## src/sv/tea_pkg.sv

```systemverilog
`timescale 1ns / 1ps
`default_nettype none
// Shared types, constants and register codes of the TEA block cipher.
// Depends on nothing; every other file of the block uses it.
package tea_pkg;

   localparam int WORD_WIDTH = 32;
   localparam int CSR_INDEX_WIDTH = 3;
   localparam int ROUND_COUNT_DEFAULT = 32;

   localparam logic [WORD_WIDTH-1:0] TEA_DELTA = 32'h9E3779B9;

   localparam logic [WORD_WIDTH-1:0] KEY_WORD_ZERO_RESET = 32'h4DD87487;
   localparam logic [WORD_WIDTH-1:0] KEY_WORD_ONE_RESET = 32'hC15011B0;
   localparam logic [WORD_WIDTH-1:0] KEY_WORD_TWO_RESET = 32'h5EDD6B3D;
   localparam logic [WORD_WIDTH-1:0] KEY_WORD_THREE_RESET = 32'h43CF5892;
   localparam logic COMPLEMENT_MODE_RESET = 1'b1;

   localparam logic [CSR_INDEX_WIDTH-1:0] CSR_KEY_WORD_ZERO = 3'd0;
   localparam logic [CSR_INDEX_WIDTH-1:0] CSR_KEY_WORD_ONE = 3'd1;
   localparam logic [CSR_INDEX_WIDTH-1:0] CSR_KEY_WORD_TWO = 3'd2;
   localparam logic [CSR_INDEX_WIDTH-1:0] CSR_KEY_WORD_THREE = 3'd3;
   localparam logic [CSR_INDEX_WIDTH-1:0] CSR_COMPLEMENT_MODE = 3'd4;

   localparam logic CMD_ENCRYPT = 1'b0;
   localparam logic CMD_DECRYPT = 1'b1;

   typedef struct packed {
      logic [WORD_WIDTH-1:0] k0;
      logic [WORD_WIDTH-1:0] k1;
      logic [WORD_WIDTH-1:0] k2;
      logic [WORD_WIDTH-1:0] k3;
   } key_type;

   typedef struct packed {
      logic                  valid;
      logic                  cmd;
      logic [WORD_WIDTH-1:0] left;
      logic [WORD_WIDTH-1:0] right;
      logic                  last;
   } stage_type;

endpackage
`default_nettype wire

```

## src/sv/tea_cell.sv

```systemverilog
`timescale 1ns / 1ps
`default_nettype none
// One half of a TEA cycle with its stage register, a link of the cell chain.
// Depends on tea_pkg for the stage and key types and the round constant.
module tea_cell #(
   parameter int ROUND_COUNT = tea_pkg::ROUND_COUNT_DEFAULT,
   parameter int ROUND_INDEX = 0,
   parameter bit SECOND_HALF = 1'b0
) (
   input  wire logic               clock,
   input  wire logic               reset,
   input  wire logic               enable,
   input  wire tea_pkg::key_type   key,
   input  wire tea_pkg::stage_type stage_in,
   output tea_pkg::stage_type      stage_out
);

   localparam logic [tea_pkg::WORD_WIDTH-1:0] ENC_SUM =
      tea_pkg::WORD_WIDTH'(tea_pkg::TEA_DELTA * (ROUND_INDEX + 1));
   localparam logic [tea_pkg::WORD_WIDTH-1:0] DEC_SUM =
      tea_pkg::WORD_WIDTH'(tea_pkg::TEA_DELTA * (ROUND_COUNT - ROUND_INDEX));

   tea_pkg::stage_type stage_ff;
   tea_pkg::stage_type stage_in_next;

   logic                           encrypt;
   logic                           update_left;
   logic [tea_pkg::WORD_WIDTH-1:0] src;
   logic [tea_pkg::WORD_WIDTH-1:0] dst;
   logic [tea_pkg::WORD_WIDTH-1:0] ka;
   logic [tea_pkg::WORD_WIDTH-1:0] kb;
   logic [tea_pkg::WORD_WIDTH-1:0] sum;
   logic [tea_pkg::WORD_WIDTH-1:0] mix;
   logic [tea_pkg::WORD_WIDTH-1:0] result;

   // Encryption updates the left word first, decryption the right word first.
   always_comb begin
      encrypt = (stage_in.cmd == tea_pkg::CMD_ENCRYPT);
      update_left = (encrypt != SECOND_HALF);
      src = update_left ? stage_in.right : stage_in.left;
      dst = update_left ? stage_in.left : stage_in.right;
      ka = update_left ? key.k0 : key.k2;
      kb = update_left ? key.k1 : key.k3;
      sum = encrypt ? ENC_SUM : DEC_SUM;
      mix = ((src << 4) + ka) ^ (src + sum) ^ ((src >> 5) + kb);
      result = encrypt ? (dst + mix) : (dst - mix);
      stage_in_next = stage_in;
      if (update_left) begin
         stage_in_next.left = result;
      end else begin
         stage_in_next.right = result;
      end
   end

   always_ff @(posedge clock) begin
      if (reset) begin
         stage_ff.valid <= 1'b0;
      end else if (enable) begin
         stage_ff.valid <= stage_in.valid;
      end
      if (enable) begin
         stage_ff.cmd <= stage_in_next.cmd;
         stage_ff.left <= stage_in_next.left;
         stage_ff.right <= stage_in_next.right;
         stage_ff.last <= stage_in_next.last;
      end
   end

   assign stage_out = stage_ff;

endmodule
`default_nettype wire

```

## config.mk

```make
export PLATFORM = sky130hd
export DESIGN_NAME = tea_cell
export DESIGN_NICKNAME = d
export VERILOG_FILES = /design/src/sv/tea_pkg.sv /design/src/sv/tea_cell.sv
export SDC_FILE = /design/constraint.sdc
export NUM_CORES = 1
export LEC_CHECK = 0
export BUFFER_PORTS_ARGS = -buffer_cell sky130_fd_sc_hd__buf_4
export CAP_MARGIN = 20
export CORE_AREA = 4 4 177 179
export DETAILED_ROUTE_END_ITERATION = 8
export DIE_AREA = 0 0 181 183
export PLACE_DENSITY = 0.57
export SLEW_MARGIN = 20
export SYNTH_ARGS = -nofsm -noshare
export SYNTH_HDL_FRONTEND = slang
export SYNTH_SLANG_ARGS = --single-unit
```

## constraint.sdc

```tcl
create_clock -name clock -period 25.7 [get_ports clock]
set_input_delay 3.855 -clock clock [delete_from_list [all_inputs] [get_ports clock]]
set_output_delay 3.855 -clock clock [all_outputs]
set_load 0.02 [all_outputs]
```

==> results by group <==
Synth
  – Sequential fraction of the synthesis area: 0.180
  – Mapped Area: 0.0111 mm²
  – Ys async rst share: 0
  – Post-synth top area share: 0.178
  – Largest area contributor in the netlist: edfxtp_1
  – Library cells used by synthesis: 89
  – Post-synth EDFFs: 66
  – Synth area leaders: edfxtp_1, ha_1, xnor2_1
  – Yosys reg bits: 67
  – Ys Warns: 0
  – Net Count, Synth: 1,607
  – Post-Syn Instances: 1,311
  – Most used flip-flop cell after synthesis: edfxtp_1
  – Synthesized area per cell: 8.49 µm²

Worst setup path
  – Worst Path Required: 25.77 ns
  – R2R Setup Slk: 25.11 ns
  – Critical path's slowest cell: buf_4
  – Setup crit start kind: input pin
  – Depth of the most critical reg-to-reg path: 2
  – Crit path to: stage_out[64]
  – Setup crit start: stage_in[65]
  – Worst EP arrival: 12.26 ns
  – CP endpoint kind: register
  – FF-to-FF Start: stage_out[66]
  – Slowest stage delay, CP: 0.80 ns
  – CP Class: input pin to register
  – Peak fanout along the critical path: 108
  – R2r endpoint: stage_out[66]

Routing
  – DRC: 0
  – Via count: 10,600
  – DRT Wirelength: 37,300 µm
  – WL/cell: 19.2 µm
  – Router iterations before antenna repair: 5
  – Vias per cell: 5.49
  – Antenna Nets Post-Route: 0
  – 1st-iter DRT viols: 1,062

Pwr
  – Sw frac: 0.475
  – Internal: 691 µW
  – NetSw: 626 µW
  – Cell Pwr Density: 96.0 mW/mm²
  – Clk pwr share: 0.090
  – Leak: 0.00592 µW
  – Worst VDD drop: 40.1 µV
  – Logic gate share of total power: 0.753
  – Sequential share of power: 0.158

GRT
  – Initial antenna violation count: 0
  – Largest net degree at the start of global routing: 109
  – Gr usage total: 0.213
  – Vias in the first global route: 10,100
  – First-pass GRT wire length: 56,800 µm
  – Grt ovf: 0

STA
  – Min cycle time layout: 12.20 ns
  – Setup_tns: 0 ns
  – Worst slew pin tran: 1.01 ns
  – Crit share post-route: 0.475
  – Final setup vio count: 0
  – RSZ-0062 raised after global routing: no
  – Final Max Tran Viols: 0
  – Slew headroom: 0.322
  – Skew final: 0 ns
  – Max Clock Freq: 82.0 MHz
  – Hold_ws: 0.509 ns
  – Final hold vios: 0

Place
  – Gp weighted congestion: 0.918
  – I/O Buffers: 264
  – Final HPWL DP: 31,000 µm

CTS
  – CTS tree: yes
  – Worst-path clk slew: 0.06 ns
  – CTS sink cnt: 67
  – CTS H-tree depth: 3
  – CTS resizes: 0
  – Hold Buf Count CTS: 0
  – Skew-Pair Late Insertion Delay: 0.33 ns
  – Max clock buf depth: 2
  – Setup bufs post-CTS: 0
  – CTS buffer count: 9
  – CTS Root Cell: clkbuf_16

Die
  – Initial Utilization: 0.377
  – Die Span X: 181 µm
  – Die Span Y: 183 µm
  – Row Count: 63
  – Die footprint: 0.0331 mm²
  – I/O pin count: 265
  – Total core area: 0.0296 mm²

Hold path
  – Path type of the worst min-delay path: register to register

Layout
  – Antenna diode count: 0
  – Register area: 0.00200 mm²
  – Layout Nets: 1,839
  – Share of layout cells above drive strength 1: 0.264
  – Filler cells: 2,984
  – Multi-input gate area: 0.00871 mm²
  – Final core occ: 0.464
  – Largest register FFs: 67
  – Area Growth Syn to Fin: 23.3%

Status
  – Outcome: finished, final reports clean

Job
  – Max_cap viols: 0
layout by cell type (no fill, tap or decap), types with 10 or more instances in the layout:
master and instances:
a21boi_0 10, a21o_1 31, a21oi_1 101, a31oi_1 21, buf_4 269, edfxtp_1 66
ha_1 95, inv_1 53, mux2_2 96, mux2i_1 23, nand2_1 97, nand2b_1 22
nand3_1 19, nor2_1 79, nor2b_1 18, nor3_1 19, o21ai_0 102, o21bai_1 14
xnor2_1 133, xnor3_1 12, xor2_1 49
per-layer routing:
metal	GRT usage	part of all wire
met5	0	0
met2	0.312	0.41
met3	0.0238	0.062
met1	0.338	0.51
met4	0.0372	0.011
how the worst min path moves through the flow:
stage / from / endpoint / slack, ns / cells past startpoint
finish: stage_out[66] / stage_out[66] / 0.51 / 2
global route: stage_out[66] / stage_out[66] / 0.54 / 2
CTS: stage_out[66] / stage_out[66] / 0.51 / 2
detailed placement: stage_out[66] / stage_out[66] / 0.50 / 2
global placement: stage_out[66] / stage_out[66] / 0.48 / 2
floorplan: stage_out[66] / stage_out[66] / 0.58 / 2
metrics by stage:
| step | total power (µW) | cell area [µm²] | setup WS, ns | cells |
|---|---|---|---|---|
| final | 1320 | 13700 | 13.50 | 1938 |
| after detailed placement | 1190 | 13400 | 13.28 | 1922 |
| after global routing | 1420 | 13700 | 12.81 | 1938 |
| after global placement | 1180 | 13400 | 13.41 | 1922 |
| after floorplan | 911 | 11100 | 14.00 | 1311 |
| after CTS | 1310 | 13700 | 13.57 | 1938 |
Yosys cell counts, drive strengths merged, types with 6 or more instances:
cell type and n:
xnor3 12, nor3b 8, o22ai 8, a211oi 7, o21a 9, a21boi 11
nor2 79, edfxtp 66, o31ai 8, a221oi 6, inv 53, a21oi 101
mux2 96, buf 11, nand4 9, o21bai 14, o211ai 7, a21o 31
and2 10, ha 95, nor2b 18, xnor2 134, o21ai 107, a31oi 21
clkbuf 38, and3 7, nand2b 22, nand3 19, mux2i 23, or4 7
nand2 97, nor3 21, xor2 49, or3 6
power groups by stage:
stage	Sequential [µW]	Clock, µW	Combinational [µW]
2_1_floorplan	270	0	641
3_3_place_gp	210	0	974
5_1_grt	213	126	1080
6_report	208	118	992
4_1_cts	209	121	980
3_5_place_dp	211	0	975
logic make-up after synthesis:
| group | Yosys count | synth area share |
|---|---|---|
| buf+inv | 102 | 0.0378 |
| xor+xnor | 195 | 0.169 |
| mux | 119 | 0.118 |
| fa+ha+maj | 98 | 0.112 |
| flops | 67 | 0.180 |
| simple gates | 337 | 0.157 |
| compound gates | 393 | 0.227 |
worst max-delay path, delay by kind of cell:
family,cells,cell delay (ns)
buf+inv,3,2.17
simple gates,10,2.13
xor+xnor,4,0.80
compound gates,9,1.94
fa+ha+maj,2,0.80
mux,1,0.49
cell type report:
class | instances | area share
flip-flops and latches | 67 | 0.146
multi-input cells | 1142 | 0.635
inverters | 53 | 0.0145
well taps | 390 | 0.0355
repair buffers | 270 | 0.148
clock buffers | 9 | 0.0164
clock inverters | 7 | 0.00501
Note: power is estimated with default switching activity, not from simulation.
